**src/rtl/rpcd_pkg.sv**
```systemverilog
// ----------------------------------------------------------------------------
// rpcd_pkg
// Shared widths, character codes, register indexes and types of the remote
// pad command decoder.
// ----------------------------------------------------------------------------
package rpcd_pkg;

    localparam int BYTE_W     = 8;
    localparam int DIST_W     = 13;
    localparam int STEP_W     = 6;
    localparam int SPEED_W    = 7;
    localparam int STEER_W    = 2;
    localparam int CFG_IDX_W  = 2;
    localparam int CFG_DATA_W = 13;

    // frame characters
    localparam logic [BYTE_W-1:0] CH_START = 8'h21;  // '!'
    localparam logic [BYTE_W-1:0] CH_KIND  = 8'h42;  // 'B'
    localparam logic [BYTE_W-1:0] CH_PRESS = 8'h31;  // hit byte of a press

    // button ids
    localparam logic [BYTE_W-1:0] BTN_UP      = 8'h31;
    localparam logic [BYTE_W-1:0] BTN_DOWN    = 8'h32;
    localparam logic [BYTE_W-1:0] BTN_LAMP    = 8'h33;
    localparam logic [BYTE_W-1:0] BTN_HORN    = 8'h34;
    localparam logic [BYTE_W-1:0] BTN_FORWARD = 8'h35;
    localparam logic [BYTE_W-1:0] BTN_LEFT    = 8'h37;
    localparam logic [BYTE_W-1:0] BTN_RIGHT   = 8'h38;

    localparam logic [SPEED_W-1:0] SPEED_MAX = 7'd100;

    localparam logic [STEER_W-1:0] STEER_RIGHT  = 2'd0;
    localparam logic [STEER_W-1:0] STEER_CENTRE = 2'd1;
    localparam logic [STEER_W-1:0] STEER_LEFT   = 2'd2;

    // configuration register indexes
    localparam logic [CFG_IDX_W-1:0] CFG_STOP_DISTANCE = 2'd0;
    localparam logic [CFG_IDX_W-1:0] CFG_SPEED_STEP    = 2'd1;
    localparam logic [CFG_IDX_W-1:0] CFG_SPEED_CEILING = 2'd2;
    localparam logic [CFG_IDX_W-1:0] CFG_SPEED_FLOOR   = 2'd3;

    // reset values
    localparam logic [DIST_W-1:0]  RST_STOP_DISTANCE = 13'd100;
    localparam logic [STEP_W-1:0]  RST_SPEED_STEP    = 6'd6;
    localparam logic [SPEED_W-1:0] RST_SPEED_CEILING = 7'd30;
    localparam logic [SPEED_W-1:0] RST_SPEED_FLOOR   = 7'd6;
    localparam logic [SPEED_W-1:0] RST_SPEED_LEVEL   = 7'd30;

    typedef enum logic [4:0] {
        PH_IDLE   = 5'b00001,
        PH_KIND   = 5'b00010,
        PH_BUTTON = 5'b00100,
        PH_HIT    = 5'b01000,
        PH_CHECK  = 5'b10000
    } t_phase;

    typedef struct packed {
        logic [DIST_W-1:0]  stop_distance;
        logic [STEP_W-1:0]  speed_step;
        logic [SPEED_W-1:0] speed_ceiling;
        logic [SPEED_W-1:0] speed_floor;
    } t_cfg;

    typedef struct packed {
        logic               mode;
        logic [BYTE_W-1:0]  rx_byte;
        logic [DIST_W-1:0]  distance_mm;
    } t_item;

    typedef struct packed {
        logic [SPEED_W-1:0] rear_drive;
        logic               lift_on;
        logic [STEER_W-1:0] steer;
        logic               board_leds;
        logic               lamp_leds;
        logic               horn_pulse;
        logic               is_moving;
        logic               is_blocked;
        logic [SPEED_W-1:0] speed_limit;
        logic               frame_accepted;
        logic               frame_rejected;
    } t_result;

endpackage

```
**src/rtl/rpcd_in_if.sv**
```systemverilog
// ----------------------------------------------------------------------------
// rpcd_in_if
// Input channel: a received serial byte or a range sample per beat.
// ----------------------------------------------------------------------------
interface rpcd_in_if;
    logic                         valid;
    logic                         ready;
    logic                         mode;
    logic [rpcd_pkg::BYTE_W-1:0]  rx_byte;
    logic [rpcd_pkg::DIST_W-1:0]  distance_mm;

    modport source (output valid, output mode, output rx_byte, output distance_mm,
                    input ready);
    modport sink   (input valid, input mode, input rx_byte, input distance_mm,
                    output ready);
endinterface

```
**src/rtl/rpcd_out_if.sv**
```systemverilog
// ----------------------------------------------------------------------------
// rpcd_out_if
// Result channel: one decoder status beat per input beat.
// ----------------------------------------------------------------------------
interface rpcd_out_if;
    logic                          valid;
    logic                          ready;
    logic [rpcd_pkg::SPEED_W-1:0]  rear_drive;
    logic                          lift_on;
    logic [rpcd_pkg::STEER_W-1:0]  steer;
    logic                          board_leds;
    logic                          lamp_leds;
    logic                          horn_pulse;
    logic                          is_moving;
    logic                          is_blocked;
    logic [rpcd_pkg::SPEED_W-1:0]  speed_limit;
    logic                          frame_accepted;
    logic                          frame_rejected;

    modport source (output valid, output rear_drive, output lift_on, output steer,
                    output board_leds, output lamp_leds, output horn_pulse,
                    output is_moving, output is_blocked, output speed_limit,
                    output frame_accepted, output frame_rejected, input ready);
    modport sink   (input valid, input rear_drive, input lift_on, input steer,
                    input board_leds, input lamp_leds, input horn_pulse,
                    input is_moving, input is_blocked, input speed_limit,
                    input frame_accepted, input frame_rejected, output ready);
endinterface

```
**src/rtl/rpcd_step.sv**
```systemverilog
// ----------------------------------------------------------------------------
// rpcd_step
// Decoder state and its single-pass update: range blocking, the five-byte
// button frame parser and the button actions.
// ----------------------------------------------------------------------------
module rpcd_step (
    input  logic              i_clk,
    input  logic              i_rst_n,
    input  logic              i_adv,
    input  rpcd_pkg::t_item   i_item,
    input  rpcd_pkg::t_cfg    i_cfg,
    output rpcd_pkg::t_result o_result
);

    rpcd_pkg::t_phase                r_phase,       n_phase;
    logic [rpcd_pkg::BYTE_W-1:0]     r_held_button, n_held_button;
    logic [rpcd_pkg::BYTE_W-1:0]     r_held_hit,    n_held_hit;
    logic [rpcd_pkg::SPEED_W-1:0]    r_speed,       n_speed;
    logic                            r_moving,      n_moving;
    logic                            r_blocked,     n_blocked;
    logic [rpcd_pkg::SPEED_W-1:0]    r_rear,        n_rear;
    logic [rpcd_pkg::STEER_W-1:0]    r_steer,       n_steer;
    logic                            r_board_led,   n_board_led;
    logic                            r_lamp,        n_lamp;

    logic [rpcd_pkg::BYTE_W-1:0]     w_check;
    logic [rpcd_pkg::SPEED_W:0]      w_up_sum;
    logic [rpcd_pkg::SPEED_W-1:0]    w_step;
    logic                            w_press;
    logic                            w_horn;
    logic                            w_acc;
    logic                            w_rej;

    assign w_check  = ~(rpcd_pkg::CH_START + rpcd_pkg::CH_KIND + r_held_button + r_held_hit);
    assign w_step   = {1'b0, i_cfg.speed_step};
    assign w_up_sum = {1'b0, r_speed} + {1'b0, w_step};
    assign w_press  = (r_held_hit == rpcd_pkg::CH_PRESS);

    always_comb begin
        n_phase       = r_phase;
        n_held_button = r_held_button;
        n_held_hit    = r_held_hit;
        n_speed       = r_speed;
        n_moving      = r_moving;
        n_blocked     = r_blocked;
        n_rear        = r_rear;
        n_steer       = r_steer;
        n_board_led   = r_board_led;
        n_lamp        = r_lamp;
        w_horn        = 1'b0;
        w_acc         = 1'b0;
        w_rej         = 1'b0;

        if (i_item.mode) begin
            if (i_item.distance_mm < i_cfg.stop_distance) begin
                n_blocked = 1'b1;
                n_rear    = '0;
                n_steer   = rpcd_pkg::STEER_CENTRE;
                n_moving  = 1'b0;
                n_phase   = rpcd_pkg::PH_IDLE;
            end else begin
                n_blocked = 1'b0;
            end
        end else if (!r_blocked) begin
            case (r_phase)
                rpcd_pkg::PH_KIND: begin
                    n_phase = (i_item.rx_byte == rpcd_pkg::CH_KIND) ? rpcd_pkg::PH_BUTTON
                                                                    : rpcd_pkg::PH_IDLE;
                end
                rpcd_pkg::PH_BUTTON: begin
                    n_held_button = i_item.rx_byte;
                    n_phase       = rpcd_pkg::PH_HIT;
                end
                rpcd_pkg::PH_HIT: begin
                    n_held_hit = i_item.rx_byte;
                    n_phase    = rpcd_pkg::PH_CHECK;
                end
                rpcd_pkg::PH_CHECK: begin
                    n_phase = rpcd_pkg::PH_IDLE;
                    if (i_item.rx_byte == w_check) begin
                        w_acc = 1'b1;
                        case (r_held_button)
                            rpcd_pkg::BTN_UP: begin
                                if (w_press) begin
                                    if (r_speed < i_cfg.speed_ceiling) begin
                                        n_speed = (w_up_sum > {1'b0, rpcd_pkg::SPEED_MAX})
                                                ? rpcd_pkg::SPEED_MAX
                                                : w_up_sum[rpcd_pkg::SPEED_W-1:0];
                                    end
                                end else if (r_moving) begin
                                    n_rear = r_speed;
                                end
                            end
                            rpcd_pkg::BTN_DOWN: begin
                                if (w_press) begin
                                    if (r_speed > i_cfg.speed_floor) begin
                                        n_speed = (r_speed > w_step) ? r_speed - w_step : '0;
                                    end
                                end else if (r_moving) begin
                                    n_rear = r_speed;
                                end
                            end
                            rpcd_pkg::BTN_LAMP: begin
                                if (w_press) n_lamp = ~r_lamp;
                            end
                            rpcd_pkg::BTN_HORN: begin
                                if (w_press) begin
                                    w_horn      = 1'b1;
                                    n_board_led = ~r_board_led;
                                end
                            end
                            rpcd_pkg::BTN_FORWARD: begin
                                n_rear   = w_press ? r_speed : '0;
                                n_moving = w_press;
                            end
                            rpcd_pkg::BTN_LEFT: begin
                                n_steer = w_press ? rpcd_pkg::STEER_LEFT
                                                  : rpcd_pkg::STEER_CENTRE;
                            end
                            rpcd_pkg::BTN_RIGHT: begin
                                n_steer = w_press ? rpcd_pkg::STEER_RIGHT
                                                  : rpcd_pkg::STEER_CENTRE;
                            end
                            default: ;
                        endcase
                    end else begin
                        w_rej = 1'b1;
                    end
                end
                default: begin
                    n_phase = (i_item.rx_byte == rpcd_pkg::CH_START) ? rpcd_pkg::PH_KIND
                                                                     : rpcd_pkg::PH_IDLE;
                end
            endcase
        end
    end

    always_ff @(posedge i_clk) begin
        if (!i_rst_n) begin
            r_phase       <= rpcd_pkg::PH_IDLE;
            r_held_button <= '0;
            r_held_hit    <= '0;
            r_speed       <= rpcd_pkg::RST_SPEED_LEVEL;
            r_moving      <= 1'b0;
            r_blocked     <= 1'b0;
            r_rear        <= '0;
            r_steer       <= rpcd_pkg::STEER_CENTRE;
            r_board_led   <= 1'b0;
            r_lamp        <= 1'b0;
        end else if (i_adv) begin
            r_phase       <= n_phase;
            r_held_button <= n_held_button;
            r_held_hit    <= n_held_hit;
            r_speed       <= n_speed;
            r_moving      <= n_moving;
            r_blocked     <= n_blocked;
            r_rear        <= n_rear;
            r_steer       <= n_steer;
            r_board_led   <= n_board_led;
            r_lamp        <= n_lamp;
        end
    end

    always_comb begin
        o_result.rear_drive     = n_rear;
        o_result.lift_on        = ~n_blocked;
        o_result.steer          = n_steer;
        o_result.board_leds     = n_board_led;
        o_result.lamp_leds      = n_lamp;
        o_result.horn_pulse     = w_horn;
        o_result.is_moving      = n_moving;
        o_result.is_blocked     = n_blocked;
        o_result.speed_limit    = n_speed;
        o_result.frame_accepted = w_acc;
        o_result.frame_rejected = w_rej;
    end

endmodule

```
**src/rtl/remote_pad_command_decoder_core.sv**
```systemverilog
// ----------------------------------------------------------------------------
// remote_pad_command_decoder_core
// Takes one beat per cycle while the result is not stalled, either a
// received serial byte or a range sample, and returns one status beat for
// each. A beat is latched in an input register, the decoder state is
// updated in one pass of logic, and the status is held in a result
// register; the single-pass update of the decoder state sets that rate.
// A stalled result holds the input register, so both sides can
// back-pressure freely. Configuration registers are written through a
// plain write port; the user must write them only while no beat is in
// flight, as the block itself does not enforce it.
// ----------------------------------------------------------------------------
module remote_pad_command_decoder_core (
    input  logic                                i_clk,
    input  logic                                i_rst_n,
    rpcd_in_if.sink                             i_item,
    rpcd_out_if.source                          o_result,
    input  logic                                i_cfg_we,
    input  logic [rpcd_pkg::CFG_IDX_W-1:0]      i_cfg_idx,
    input  logic [rpcd_pkg::CFG_DATA_W-1:0]     i_cfg_wdata
);

    rpcd_pkg::t_cfg     r_cfg;
    logic               r_in_valid;
    rpcd_pkg::t_item    r_in_item;
    logic               r_out_valid;
    rpcd_pkg::t_result  r_out;
    rpcd_pkg::t_result  w_next;
    logic               w_adv;
    logic               w_take;

    // configuration registers
    always_ff @(posedge i_clk) begin
        if (!i_rst_n) begin
            r_cfg.stop_distance <= rpcd_pkg::RST_STOP_DISTANCE;
            r_cfg.speed_step    <= rpcd_pkg::RST_SPEED_STEP;
            r_cfg.speed_ceiling <= rpcd_pkg::RST_SPEED_CEILING;
            r_cfg.speed_floor   <= rpcd_pkg::RST_SPEED_FLOOR;
        end else if (i_cfg_we) begin
            case (i_cfg_idx)
                rpcd_pkg::CFG_STOP_DISTANCE: r_cfg.stop_distance <= i_cfg_wdata;
                rpcd_pkg::CFG_SPEED_STEP:
                    r_cfg.speed_step <= i_cfg_wdata[rpcd_pkg::STEP_W-1:0];
                rpcd_pkg::CFG_SPEED_CEILING:
                    r_cfg.speed_ceiling <= i_cfg_wdata[rpcd_pkg::SPEED_W-1:0];
                rpcd_pkg::CFG_SPEED_FLOOR:
                    r_cfg.speed_floor <= i_cfg_wdata[rpcd_pkg::SPEED_W-1:0];
                default: ;
            endcase
        end
    end

    // advance the input beat into the result register when it has room
    assign w_adv        = r_in_valid && (!r_out_valid || o_result.ready);
    assign i_item.ready = !r_in_valid || w_adv;
    assign w_take       = i_item.valid && i_item.ready;

    always_ff @(posedge i_clk) begin
        if (!i_rst_n) begin
            r_in_valid <= 1'b0;
        end else if (i_item.ready) begin
            r_in_valid <= i_item.valid;
        end
    end

    always_ff @(posedge i_clk) begin
        if (w_take) begin
            r_in_item.mode        <= i_item.mode;
            r_in_item.rx_byte     <= i_item.rx_byte;
            r_in_item.distance_mm <= i_item.distance_mm;
        end
    end

    rpcd_step u_step (
        .i_clk    (i_clk),
        .i_rst_n  (i_rst_n),
        .i_adv    (w_adv),
        .i_item   (r_in_item),
        .i_cfg    (r_cfg),
        .o_result (w_next)
    );

    always_ff @(posedge i_clk) begin
        if (!i_rst_n) begin
            r_out_valid <= 1'b0;
        end else if (w_adv) begin
            r_out_valid <= 1'b1;
        end else if (o_result.ready) begin
            r_out_valid <= 1'b0;
        end
    end

    always_ff @(posedge i_clk) begin
        if (w_adv) begin
            r_out <= w_next;
        end
    end

    assign o_result.valid          = r_out_valid;
    assign o_result.rear_drive     = r_out.rear_drive;
    assign o_result.lift_on        = r_out.lift_on;
    assign o_result.steer          = r_out.steer;
    assign o_result.board_leds     = r_out.board_leds;
    assign o_result.lamp_leds      = r_out.lamp_leds;
    assign o_result.horn_pulse     = r_out.horn_pulse;
    assign o_result.is_moving      = r_out.is_moving;
    assign o_result.is_blocked     = r_out.is_blocked;
    assign o_result.speed_limit    = r_out.speed_limit;
    assign o_result.frame_accepted = r_out.frame_accepted;
    assign o_result.frame_rejected = r_out.frame_rejected;

    a_lift_follows_block: assert property (@(posedge i_clk) disable iff (!i_rst_n)
        o_result.valid |-> (o_result.lift_on != o_result.is_blocked))
        else $error("lift_on does not mirror the blocked flag");

    a_accept_reject_excl: assert property (@(posedge i_clk) disable iff (!i_rst_n)
        o_result.valid |-> !(o_result.frame_accepted && o_result.frame_rejected))
        else $error("frame both accepted and rejected");

    a_horn_needs_frame: assert property (@(posedge i_clk) disable iff (!i_rst_n)
        (o_result.valid && o_result.horn_pulse) |-> o_result.frame_accepted)
        else $error("horn pulse without an accepted frame");

    a_blocked_stops_drive: assert property (@(posedge i_clk) disable iff (!i_rst_n)
        (o_result.valid && o_result.is_blocked) |->
            (o_result.rear_drive == '0 && !o_result.is_moving &&
             o_result.steer == rpcd_pkg::STEER_CENTRE))
        else $error("drive active while blocked");

    a_stall_holds_input: assert property (@(posedge i_clk) disable iff (!i_rst_n)
        (r_in_valid && !w_adv) |=> (r_in_valid && $stable(r_in_item)))
        else $error("pending input beat lost during a result stall");

endmodule
```
**src/flat_wrapper.sv**
```systemverilog
// flat-port wrapper written by rule: the top's interface ports become plain ports
module remote_pad_command_decoder_core_flat 
  (i_clk, i_rst_n, i_cfg_we, i_cfg_idx, i_cfg_wdata, i_item_valid, i_item_mode, i_item_rx_byte, i_item_distance_mm, i_item_ready, o_result_valid, o_result_rear_drive, o_result_lift_on, o_result_steer, o_result_board_leds, o_result_lamp_leds, o_result_horn_pulse, o_result_is_moving, o_result_is_blocked, o_result_speed_limit, o_result_frame_accepted, o_result_frame_rejected, o_result_ready);
  rpcd_in_if i_item_i ();
  rpcd_out_if o_result_i ();
  input  logic i_clk;
  input  logic i_rst_n;
  input  logic i_cfg_we;
  input  logic [rpcd_pkg::CFG_IDX_W-1:0] i_cfg_idx;
  input  logic [rpcd_pkg::CFG_DATA_W-1:0] i_cfg_wdata;
  input wire logic [$bits(i_item_i.valid)-1:0] i_item_valid;
  input wire logic [$bits(i_item_i.mode)-1:0] i_item_mode;
  input wire logic [$bits(i_item_i.rx_byte)-1:0] i_item_rx_byte;
  input wire logic [$bits(i_item_i.distance_mm)-1:0] i_item_distance_mm;
  output wire logic [$bits(i_item_i.ready)-1:0] i_item_ready;
  output wire logic [$bits(o_result_i.valid)-1:0] o_result_valid;
  output wire logic [$bits(o_result_i.rear_drive)-1:0] o_result_rear_drive;
  output wire logic [$bits(o_result_i.lift_on)-1:0] o_result_lift_on;
  output wire logic [$bits(o_result_i.steer)-1:0] o_result_steer;
  output wire logic [$bits(o_result_i.board_leds)-1:0] o_result_board_leds;
  output wire logic [$bits(o_result_i.lamp_leds)-1:0] o_result_lamp_leds;
  output wire logic [$bits(o_result_i.horn_pulse)-1:0] o_result_horn_pulse;
  output wire logic [$bits(o_result_i.is_moving)-1:0] o_result_is_moving;
  output wire logic [$bits(o_result_i.is_blocked)-1:0] o_result_is_blocked;
  output wire logic [$bits(o_result_i.speed_limit)-1:0] o_result_speed_limit;
  output wire logic [$bits(o_result_i.frame_accepted)-1:0] o_result_frame_accepted;
  output wire logic [$bits(o_result_i.frame_rejected)-1:0] o_result_frame_rejected;
  input wire logic [$bits(o_result_i.ready)-1:0] o_result_ready;
  assign i_item_i.valid = i_item_valid;
  assign i_item_i.mode = i_item_mode;
  assign i_item_i.rx_byte = i_item_rx_byte;
  assign i_item_i.distance_mm = i_item_distance_mm;
  assign i_item_ready = i_item_i.ready;
  assign o_result_valid = o_result_i.valid;
  assign o_result_rear_drive = o_result_i.rear_drive;
  assign o_result_lift_on = o_result_i.lift_on;
  assign o_result_steer = o_result_i.steer;
  assign o_result_board_leds = o_result_i.board_leds;
  assign o_result_lamp_leds = o_result_i.lamp_leds;
  assign o_result_horn_pulse = o_result_i.horn_pulse;
  assign o_result_is_moving = o_result_i.is_moving;
  assign o_result_is_blocked = o_result_i.is_blocked;
  assign o_result_speed_limit = o_result_i.speed_limit;
  assign o_result_frame_accepted = o_result_i.frame_accepted;
  assign o_result_frame_rejected = o_result_i.frame_rejected;
  assign o_result_i.ready = o_result_ready;
  remote_pad_command_decoder_core u_core (.i_clk(i_clk), .i_rst_n(i_rst_n), .i_item(i_item_i), .o_result(o_result_i), .i_cfg_we(i_cfg_we), .i_cfg_idx(i_cfg_idx), .i_cfg_wdata(i_cfg_wdata));
endmodule
```
**config.mk**
```make
export PLATFORM = sky130hd
export DESIGN_NAME = remote_pad_command_decoder_core_flat
export DESIGN_NICKNAME = d
export VERILOG_FILES = /design/src/rtl/rpcd_pkg.sv /design/src/rtl/rpcd_in_if.sv /design/src/rtl/rpcd_out_if.sv /design/src/rtl/rpcd_step.sv /design/src/rtl/remote_pad_command_decoder_core.sv /design/src/flat_wrapper.sv
export SDC_FILE = /design/constraint.sdc
export NUM_CORES = 1
export LEC_CHECK = 0
export BUFFER_PORTS_ARGS = -buffer_cell sky130_fd_sc_hd__buf_2
export CELL_PAD_IN_SITES_DETAIL_PLACEMENT = 1
export CELL_PAD_IN_SITES_GLOBAL_PLACEMENT = 1
export CORE_AREA = 2 2 136 138
export DETAILED_ROUTE_END_ITERATION = 10
export DIE_AREA = 0 0 138 140
export PLACE_DENSITY = 0.79
export RECOVER_POWER = 50
export REMOVE_ABC_BUFFERS = 1
export SLEW_MARGIN = 25
export SYNTH_ARGS = -nofsm -noshare
export SYNTH_HDL_FRONTEND = slang
export SYNTH_SLANG_ARGS = --single-unit
export TNS_END_PERCENT = 5
```
**constraint.sdc**
```tcl
create_clock -name i_clk -period 4.15 [get_ports i_clk]
set_clock_uncertainty 0.2 [all_clocks]
set_input_delay 0.6225 -clock i_clk [delete_from_list [all_inputs] [get_ports i_clk]]
set_output_delay 0.6225 -clock i_clk [all_outputs]
set_load 0.01 [all_outputs]
```
[After elaboration in Yosys (flattened, before gate mapping)]
Cells that the tools add are included.
Operators by class
  mux-type cells: 59
  magnitude comparators: 5
  equal/unequal tests: 20
  bitwise logic cells: 9
  reduce and logical (&&, ||, !) cells: 18
  add/subtract/negate cells: 4
Operators by type and width (number)
  7-bit two-way mux: 18
  8-bit by 6-bit == test with 1-bit output (second input constant): 9
  7-bit one-hot mux with 2 select lines: 2
  1-bit two-way mux: 26
  5-bit one-hot mux with 4 select lines: 1
  5-bit two-way mux: 3
  2-bit two-way mux: 7
  13-bit less-than comparator: 1
  7-bit by 6-bit adder with 8-bit output: 1
  7-bit by 8-bit adder with 8-bit output (first input constant): 1
  8-bit adder: 1
  8-bit by 7-bit == test with 1-bit output (second input constant): 1
  8-bit == test: 1
  8-bit by 7-bit greater-than comparator with 1-bit output (second input constant): 1
  1-bit inverter: 8
  8-bit inverter: 1
  2-bit AND reduction: 4
  4-bit AND reduction: 2
  7-bit by 6-bit greater-than comparator with 1-bit output: 1
  7-bit greater-than comparator: 1
  7-bit less-than comparator: 1
  7-bit by 6-bit subtractor with 7-bit output: 1
  5-bit by 2-bit == test with 1-bit output (second input constant): 1
  5-bit by 3-bit == test with 1-bit output (second input constant): 1
  other kinds (17): 21
Storage, ports and cells
  register bits after elaboration: 122
  input bits: 42
  logic and storage cells: 145
  output and inout bits: 26

[Longest topological paths before layout]
Gate-level depths: netlist (run 1).
  word-level depth: 10
  gate-level depth with buffers: 15
  mapped depth without buffers: 13

[Modules after synthesis]
Synthesis (run 1) repeated with hierarchy kept, for this count alone.
Unflattened totals
  cell total of the unflattened synthesis: 734
  area, all modules: 7039.3 um2
By module, submodules not included
  rpcd_step: sequential area each 820.8 um2, times used 1, area each 4224.1 um2, cells an instance 546
  remote_pad_command_decoder_core: sequential area each 2082.0 um2, times used 1, area each 2815.2 um2, cells an instance 188

[Worst setup path after synthesis (run 1)]
No wires, ideal clock.
  kind: register -> register
  start: reg u_core.u_step.r_held_button[1] in the netlist's numbering
  end: reg u_core.u_step.r_lamp
  path buffers: 0
  data required time: 3.817 ns
  cell stages (with the launch flop): 14
  library setup time: 0.133 ns
  path slack: 0.713 ns
  arrival time: 3.104 ns
  period minus slack after synthesis: 3.437 ns
  cells stage by stage: dfxtp_1 -> inv_1 -> ha_1 -> inv_1 -> ha_1 -> fa_1 -> xnor2_1 -> xnor2_2 -> o211ai_2 -> nor4b_4 -> nand3_2 -> or4_4 -> o311ai_2 -> o41ai_2
Between the ends
  cells in the longest elaborated chain, start to end: 8
  elaborated cells between the ends (all ways): 10
  classes of those cells: 2 x add/sub; 2 x eq/ne; 5 x mux; 1 x bitwise
RTL lines
  from (decl): RTL line rpcd_step.sv:16  | logic [rpcd_pkg::BYTE_W-1:0] r_held_button, n_held_button;
  from (signal assigned): RTL line rpcd_step.sv:152  | r_held_button <= n_held_button;
  7-bit by 8-bit adder with 8-bit output: RTL line rpcd_step.sv:34  | assign w_check = ~(rpcd_pkg::CH_START + rpcd_pkg::CH_KIND + r_held_button + r_held_hit);
  8-bit adder: RTL line rpcd_step.sv:34
  8-bit inverter: RTL line rpcd_step.sv:34
  8-bit == test: RTL line rpcd_step.sv:80  | if (i_item.rx_byte == w_check) begin
  1-bit two-way mux *: RTL line rpcd_step.sv:80
  1-bit two-way mux *: RTL line rpcd_step.sv:65  | case (r_phase)
  1-bit two-way mux *: RTL line rpcd_step.sv:64  | end else if (!r_blocked) begin
  1-bit two-way mux *: RTL line rpcd_step.sv:54  | if (i_item.mode) begin
  to (signal assigned): RTL line rpcd_step.sv:160  | r_lamp <= n_lamp;
  to (decl): RTL line rpcd_step.sv:24  | logic r_lamp, n_lamp;
Mark *: on every way between the ends. The rest lies on a longest branch, timed or not.
A chain may end at the register's enable or synchronous reset.

[Worst setup path in the final report (run 1)]
  start: reg u_core.u_step.r_held_button[1] in the netlist's numbering
  end: reg u_core.u_step.r_speed[2] in the netlist's numbering
Between the ends
  cells in the longest elaborated chain, start to end: 8
  elaborated cells between the ends (all ways): 11
  classes of those cells: 2 x add/sub; 3 x eq/ne; 5 x mux; 1 x bitwise
RTL lines
  7-bit by 8-bit adder with 8-bit output: RTL line rpcd_step.sv:34
  8-bit adder: RTL line rpcd_step.sv:34
  8-bit inverter: RTL line rpcd_step.sv:34
  8-bit == test: RTL line rpcd_step.sv:80
  7-bit two-way mux *: RTL line rpcd_step.sv:80
  7-bit two-way mux *: RTL line rpcd_step.sv:65
  7-bit two-way mux *: RTL line rpcd_step.sv:64
  7-bit two-way mux *: RTL line rpcd_step.sv:54
  to (signal assigned): RTL line rpcd_step.sv:143  | r_speed <= rpcd_pkg::RST_SPEED_LEVEL;
  to (signal assigned): RTL line rpcd_step.sv:154  | r_speed <= n_speed;
  to (decl): RTL line rpcd_step.sv:18  | logic [rpcd_pkg::SPEED_W-1:0] r_speed, n_speed;
Marked as above.

==> qor.csv, run 1 <==
stage;metric;value;unit
status;status;complete, but fails checks;
status;failing checks;capacitance limit, slew limit;
critical_path;Worst Path Required;4.23;ns
detailed_routing;DRC;0;
timing;Worst Max-Slew Pin Slew;1.95;ns
floorplan;Chip Width;138;µm
critical_path;CP Launch Type;flop;
floorplan;Site Rows;49;
detailed_routing;final wirelength;17.4;mm
timing;RSZ-0062 raised after global routing;false;
detailed_routing;Via density;5.26;
timing;final setup margin;0.254;ns
clock_network;post-cts resize count;0;
synth;xor/xnor share of the synthesized area;2.74;%
clock_network;worst skew pair latency;0.43;ns
synth;Synth Area in Simple Gates;17.9;%
critical_path;Max FO, Critical Path;11;
placement;routability cong.;0.915;
placement;PortBufs;67;
detailed_routing;total iterations of the first detailed-routing run;4;
synth;Synth Area in Compound Gates;16.7;%
clock_network;H-tree depth;4;
power;Tot Pwr;3.13;mW
timing;crit share post-route;93.9;%
cells_and_area;Layout area overhead;18.0;%
critical_path;slowest CP cell;and3_1;
critical_path;Crit Path Class;flop to flop;
detailed_routing;drt wl/cell;17.2;µm
timing;Setup TNS;0;ns
synth;Synth Area per Inst;9.46;µm²
cells_and_area;Antenna Cells;0;
synth;ys flop type;dfxtp_1;
synth;Adder-Cell Fraction of Synth Area;10.3;%
worst_hold_path;HP Class;input pin to flop;
global_routing;GRT Total Usage;18.6;%
timing;Hold Vio Cnt, Final;0;
flow_run;total of max-cap violations;2;
synth;largest family of logic cells by synthesized area;simple AND/OR/NAND/NOR gates;
floorplan;core area;17800;µm²
cells_and_area;share of cells above drive strength 1;14.4;%
timing;Slew HR;-30.0;%
synth;flop and latch count out of synthesis;122;
synth;Netlist cell types;80;
synth;Post-synth ARST share;0;%
synth;Synth top area share;22.8;%
critical_path;critical-path cell list;inv_1 > ha_1 > inv_1 > ha_1 > fa_1 > nand3_1 > a21oi_1 > o21a_1 > nor4_1 > and3_1 > nand2_1 > o31ai_1 > o311ai_1;
cells_and_area;Sequential Area;2900;µm²
clock_network;hold_buf cts;0;
clock_network;total CTS buffers;17;
synth;Area contributors post-synth;dfxtp_1 (23%), edfxtp_1 (21%), ha_1 (9.4%), nand2_1 (4.4%), inv_1 (3.7%);
global_routing;initial antenna violation count;0;
synth;Post-synth EDFFs;46;
floorplan;Starting Density;37.5;%
cells_and_area;multi-input logic area;3430;µm²
placement;pre-CTS WS;0.361;ns
critical_path;Crit path max-delay family;simple AND/OR/NAND/NOR gates;
cells_and_area;# fillers;2098;
floorplan;DIE HEIGHT;140;µm
timing;Max Slew Vio Count;43;
timing;# setup viols final;0;
placement;hpwl dp;12.6;mm
clock_network;CTS sink cnt;122;
global_routing;first-pass GRT wire length;28.7;mm
floorplan;Die ar.;19300;µm²
global_routing;via count of the first global-routing pass;5461;
clock_network;postcts setup bufs;0;
synth;Post-Syn Area;6670;µm²
critical_path;CP peak stage delay;0.45;ns
clock_network;clock slew seen by the registers of the worst setup and hold paths;0.06;ns
critical_path;Worst setup EP type;flop;
placement;DP Area;7250;µm²
global_routing;GRT Residual Overflow;0;
critical_path;WP buf/inv;2;
clock_network;Max clock buf depth;2;
timing;fmax;257;MHz
clock_network;TritonCTS clock tree;yes;
timing;Period minus WS final;3.90;ns
clock_network;root buf cell;clkbuf_16;
synth;largest area contributor in the synthesized netlist;dfxtp_1;
cells_and_area;post-route cell area;7870;µm²
synth;post-synthesis mux area share;3.62;%
synth;Syn Inst Count;705;
detailed_routing;initial drt markers;210;
cells_and_area;NumNets Final;867;
detailed_routing;Post-DRT Antenna Nets;0;
floorplan;I/O pin cnt;68;
timing;worst hold slack;0.170;ns
global_routing;largest net degree at the start of global routing;43;
power;Pleak;3.17;nW
synth;sequential area share after synthesis;43.5;%
synth;Yosys warnings;0;
power;Max rail drop VDD;0.269;mV
critical_path;critical path arrival;3.97;ns
power;PD cells;398;nW/µm²
detailed_routing;Vias;5334;
## cells by family after synthesis
family / Yosys count
multiplexers: 24
AND/OR/NAND/NOR: 231
flip-flops: 122
buffers and inverters: 92
XOR/XNOR: 20
adder cells (fa/ha/maj): 53
AO/OA/AOI/OAI: 163
## registers in the layout, summed over array words and instances, names as in the netlist, 2 cells and up
register                     flops
u_core.u_step.r_rear             7
u_core.r_in_item                22
u_core.u_step.r_held_button      8
u_core.u_step.r_steer            2
u_core.u_step.r_held_hit         8
u_core.u_step.r_phase            5
u_core.o_result.speed_limit      7
u_core.o_result.rear_drive       7
u_core.o_result.steer            2
u_core.r_cfg                    33
u_core.u_step.r_speed            7
## per-layer routing
metal	track usage, %	share of wire (%)	vias up
met4	6.34	1.3	0
met2	31.2	48	102
li1	-	-	2647
met1	24.1	47	2570
met3	3.76	3.9	15
met5	0	0	-
## area by class of cell
cell class              count  area share [%]
multi-input cells         491            43.6
flip-flops and latches    122            36.9
clock buffers              17            5.40
repair buffers             75            4.59
well taps                 229            3.64
inverters                  65            3.10
clock inverters            15            2.81
## placed cells by master, fill, tap and decap left out, types with 4 or more instances in the layout
cell type,synthesis,routed
edfxtp_1,46,46
nand3_1,16,16
nand2b_1,11,11
or3_1,6,6
o211ai_1,11,11
a211oi_1,5,5
clkbuf_16,0,17
and2_1,6,5
a21oi_1,48,48
nor2_1,50,50
nor2b_1,7,7
a21o_1,6,6
o31ai_1,5,5
or2_2,4,4
o21ai_0,31,31
dfxtp_1,76,76
and3_1,6,6
nor3_1,13,13
buf_4,0,6
mux2i_1,23,23
clkbuf_1,21,23
a32o_1,7,7
a22o_1,11,11
xor2_1,6,6
buf_2,4,46
xnor2_1,13,13
clkinvlp_4,0,4
nand4_1,6,6
inv_1,65,65
bufinv_16,0,5
ha_1,50,50
nand2_1,78,78
## synth_stat cells (all sizes together) (14+ instances only)
library cell / count
clkbuf: 21
nand3: 17
nand2: 78
o21ai: 31
ha: 50
nor3: 15
mux2i: 23
nor2: 51
edfxtp: 46
xnor2: 14
dfxtp: 76
inv: 65
a21oi: 49
## per-stage QoR
step	instances	util [%]
3_5_place_dp	982	40.8
2_1_floorplan	678	-
3_3_place_gp	982	40.8
5_1_grt	1014	44.3
4_1_cts	1014	44.4
6_report	1014	44.3
## where the power goes
group | internal, mW | switching [mW] | total (mW)
combinational | 0.0786 | 0.130 | 0.209
clock | 1.06 | 0.555 | 1.62
sequential | 1.28 | 0.0212 | 1.30
## worst paths after layout
check,startpoint,endpoint,slack [ns],cells after the start
max,u_core.u_step.r_held_button[1],u_core.u_step.r_speed[2],0.25,13
min,i_item_rx_byte[7],u_core.r_in_item[20],0.17,1
max reg2reg,u_core.u_step.r_held_button[1],u_core.u_step.r_speed[2],0.25,13
min reg2reg,u_core.r_cfg[30],u_core.r_cfg[30],0.25,2
No activity file was read; power rests on OpenSTA's default activity.
==> run 2: changes to the inputs <==
clock period = 4.6 ns   (was 4.15 ns; I/O delays follow)
==> run 2 against run 1 <==
  * The flow still finishes with violations (capacitance limit, slew limit)
  * Global-route usage is 0.18 points higher
  * Hold slack better by 0.064 ns
  * Routed wire length increased by 1.9%
  * Clock power down 11%
  * Cell count decreased by 0.20%
  * Setup slack better by 0.56 ns
  * Register-to-register slack better by 0.56 ns
==> qor.csv, run 2 (same netlist as run 1, synthesis figures left out) <==
stage;metric;value;unit
global_routing;met1 usage;23.6;%
clock_network;hold_buf cts;0;
power;Tot Pwr;2.80;mW
timing;Setup TNS;0;ns
timing;crit share post-route;82.4;%
critical_path;Reg-to-Reg Start;u_core.u_step.r_held_button[1];
global_routing;GRT Total Usage;18.8;%
critical_path;CP peak stage delay;0.42;ns
global_routing;largest net degree at the start of global routing;43;
critical_path;Worst setup startpoint;u_core.u_step.r_held_button[1];
clock_network;TritonCTS clock tree;yes;
floorplan;Site Rows;49;
worst_hold_path;Hold Crit Depth;1;
detailed_routing;Via density;5.38;
detailed_routing;initial drt markers;223;
power;PD cells;357;nW/µm²
status;failing checks;capacitance limit, slew limit;
global_routing;first-pass GRT wire length;29.0;mm
global_routing;grt met3 use;4.10;%
critical_path;Crit path max-delay family;simple AND/OR/NAND/NOR gates;
clock_network;total CTS buffers;17;
placement;PortBufs;67;
cells_and_area;most frequent cells in the layout;nand2_1 (78), dfxtp_1 (76), inv_1 (65), nor2_1 (50), ha_1 (50);
cells_and_area;commonest non-fill, non-tap cell in the layout;nand2_1;
detailed_routing;DRC;0;
detailed_routing;Post-DRT Antenna Nets;0;
critical_path;WP buf/inv;2;
cells_and_area;Antenna Cells;0;
global_routing;via count of the first global-routing pass;5555;
floorplan;core area;17800;µm²
detailed_routing;Vias;5440;
flow_run;total of max-cap violations;1;
critical_path;critical path arrival;3.79;ns
clock_network;post-cts resize count;0;
clock_network;clock slew seen by the registers of the worst setup and hold paths;0.06;ns
critical_path;R2R depth;13;
critical_path;Worst setup EP type;flop;
status;status;complete, but fails checks;
cells_and_area;Layout area overhead;17.7;%
placement;routability cong.;0.876;
detailed_routing;final wirelength;17.8;mm
timing;Slew HR;-19.8;%
worst_hold_path;HP Class;input pin to flop;
clock_network;H-tree depth;4;
timing;Worst Max-Slew Pin Slew;1.80;ns
critical_path;worst reg-to-reg setup slack;0.81;ns
critical_path;Max FO, Critical Path;11;
power;Pleak;3.15;nW
critical_path;Crit Path Class;flop to flop;
floorplan;Starting Density;37.5;%
global_routing;GRT Residual Overflow;0;
timing;Max Slew Vio Count;37;
placement;Placed Cells;980;
critical_path;slowest CP cell;fa_1;
critical_path;Worst Path Required;4.60;ns
critical_path;worst r2r dst;u_core.u_step.r_speed[2];
cells_and_area;biggest regs;u_core.r_cfg (33), u_core.r_in_item (22);
cells_and_area;NumNets Final;865;
cells_and_area;# fillers;2060;
cells_and_area;post-route cell area;7850;µm²
cells_and_area;Final Non-Filler Cells;1012;
floorplan;Die ar.;19300;µm²
floorplan;I/O pin cnt;68;
floorplan;DIE HEIGHT;140;µm
timing;Hold Vio Cnt, Final;0;
clock_network;Max clock buf depth;2;
critical_path;critical-path cell list;inv_1 > ha_1 > inv_1 > ha_1 > fa_1 > nand3_1 > a21oi_1 > o21a_1 > nor4_1 > and3_1 > nand2_1 > o31ai_1 > o311ai_1;
detailed_routing;drt wl/cell;17.6;µm
placement;hpwl dp;12.8;mm
detailed_routing;total iterations of the first detailed-routing run;4;
global_routing;GRT met2 Usage;31.9;%
worst_hold_path;hold path start;i_item_distance_mm[5];
clock_network;postcts setup bufs;0;
timing;RSZ-0062 raised after global routing;false;
clock_network;worst skew pair latency;0.43;ns
global_routing;Most Crowded Layer GR;met2;
global_routing;initial antenna violation count;0;
clock_network;root buf cell;clkbuf_16;
power;Max rail drop VDD;0.268;mV
cells_and_area;Biggest register;u_core.r_cfg;
critical_path;CP Launch Type;flop;
timing;Period minus WS final;3.79;ns
cells_and_area;share of cells above drive strength 1;13.5;%
timing;# setup viols final;0;
clock_network;CTS sink cnt;122;
timing;fmax;264;MHz
floorplan;Chip Width;138;µm
placement;DP Area;7240;µm²
worst_hold_path;Hold Path End;u_core.r_in_item[5];
cells_and_area;max reg flops;33;
run 2: cell types whose count changed in the layout (fill, tap and decap cells not counted), sizes merged:
cell / delta
clkinv: +1
buf: -7
inv: +1
clkbuf: +10
bufinv: -3
clkinvlp: -4
run 2: stage by stage:
| step | utilization (%) | setup slack, ns | hold WS (ns) |
|---|---|---|---|
| 3_5_place_dp | 40.7 | 0.919 | 0.251 |
| 2_1_floorplan | - | 0.578 | 0.236 |
| 4_1_cts | 44.4 | 0.841 | 0.217 |
| 5_1_grt | 44.2 | 0.478 | 0.219 |
| 6_report | 44.2 | 0.811 | 0.234 |
| 3_3_place_gp | 40.7 | 1.04 | 0.244 |
run 2: routing by layer:
layer	vias to the layer above	wire [µm]
met5	-	0
met4	0	294
met3	20	814
met2	111	8530
met1	2663	8120
li1	2646	-
run 2: final cells by class:
class	instances	area, µm²	area share [%]
clock buffer	22	529	6.74
clock inverter	10	121	1.55
inverter	65	244	3.11
multi-input combinational	491	3430	43.6
sequential	122	2900	37.0
tap	229	287	3.65
timing repair buffer	73	344	4.38
run 2: worst max-delay path by stage:
stage	endpoint	depth (start not counted)	slack [ns]
2_1_floorplan	u_core.u_step.r_held_button[0]	7	0.58
3_5_place_dp	u_core.u_step.r_speed[2]	13	0.92
4_1_cts	u_core.u_step.r_lamp	13	0.84
3_3_place_gp	u_core.u_step.r_rear[2]	13	1.04
6_report	u_core.u_step.r_speed[2]	13	0.81
5_1_grt	u_core.u_step.r_speed[2]	13	0.48
run 2: power breakdown:
group	leakage, nW	internal (mW)	total [mW]	switching [mW]
registers	1.03	1.16	1.18	0.0196
logic	1.80	0.0694	0.186	0.117
clock network	0.322	0.931	1.44	0.510
total	3.15	2.16	2.80	0.646
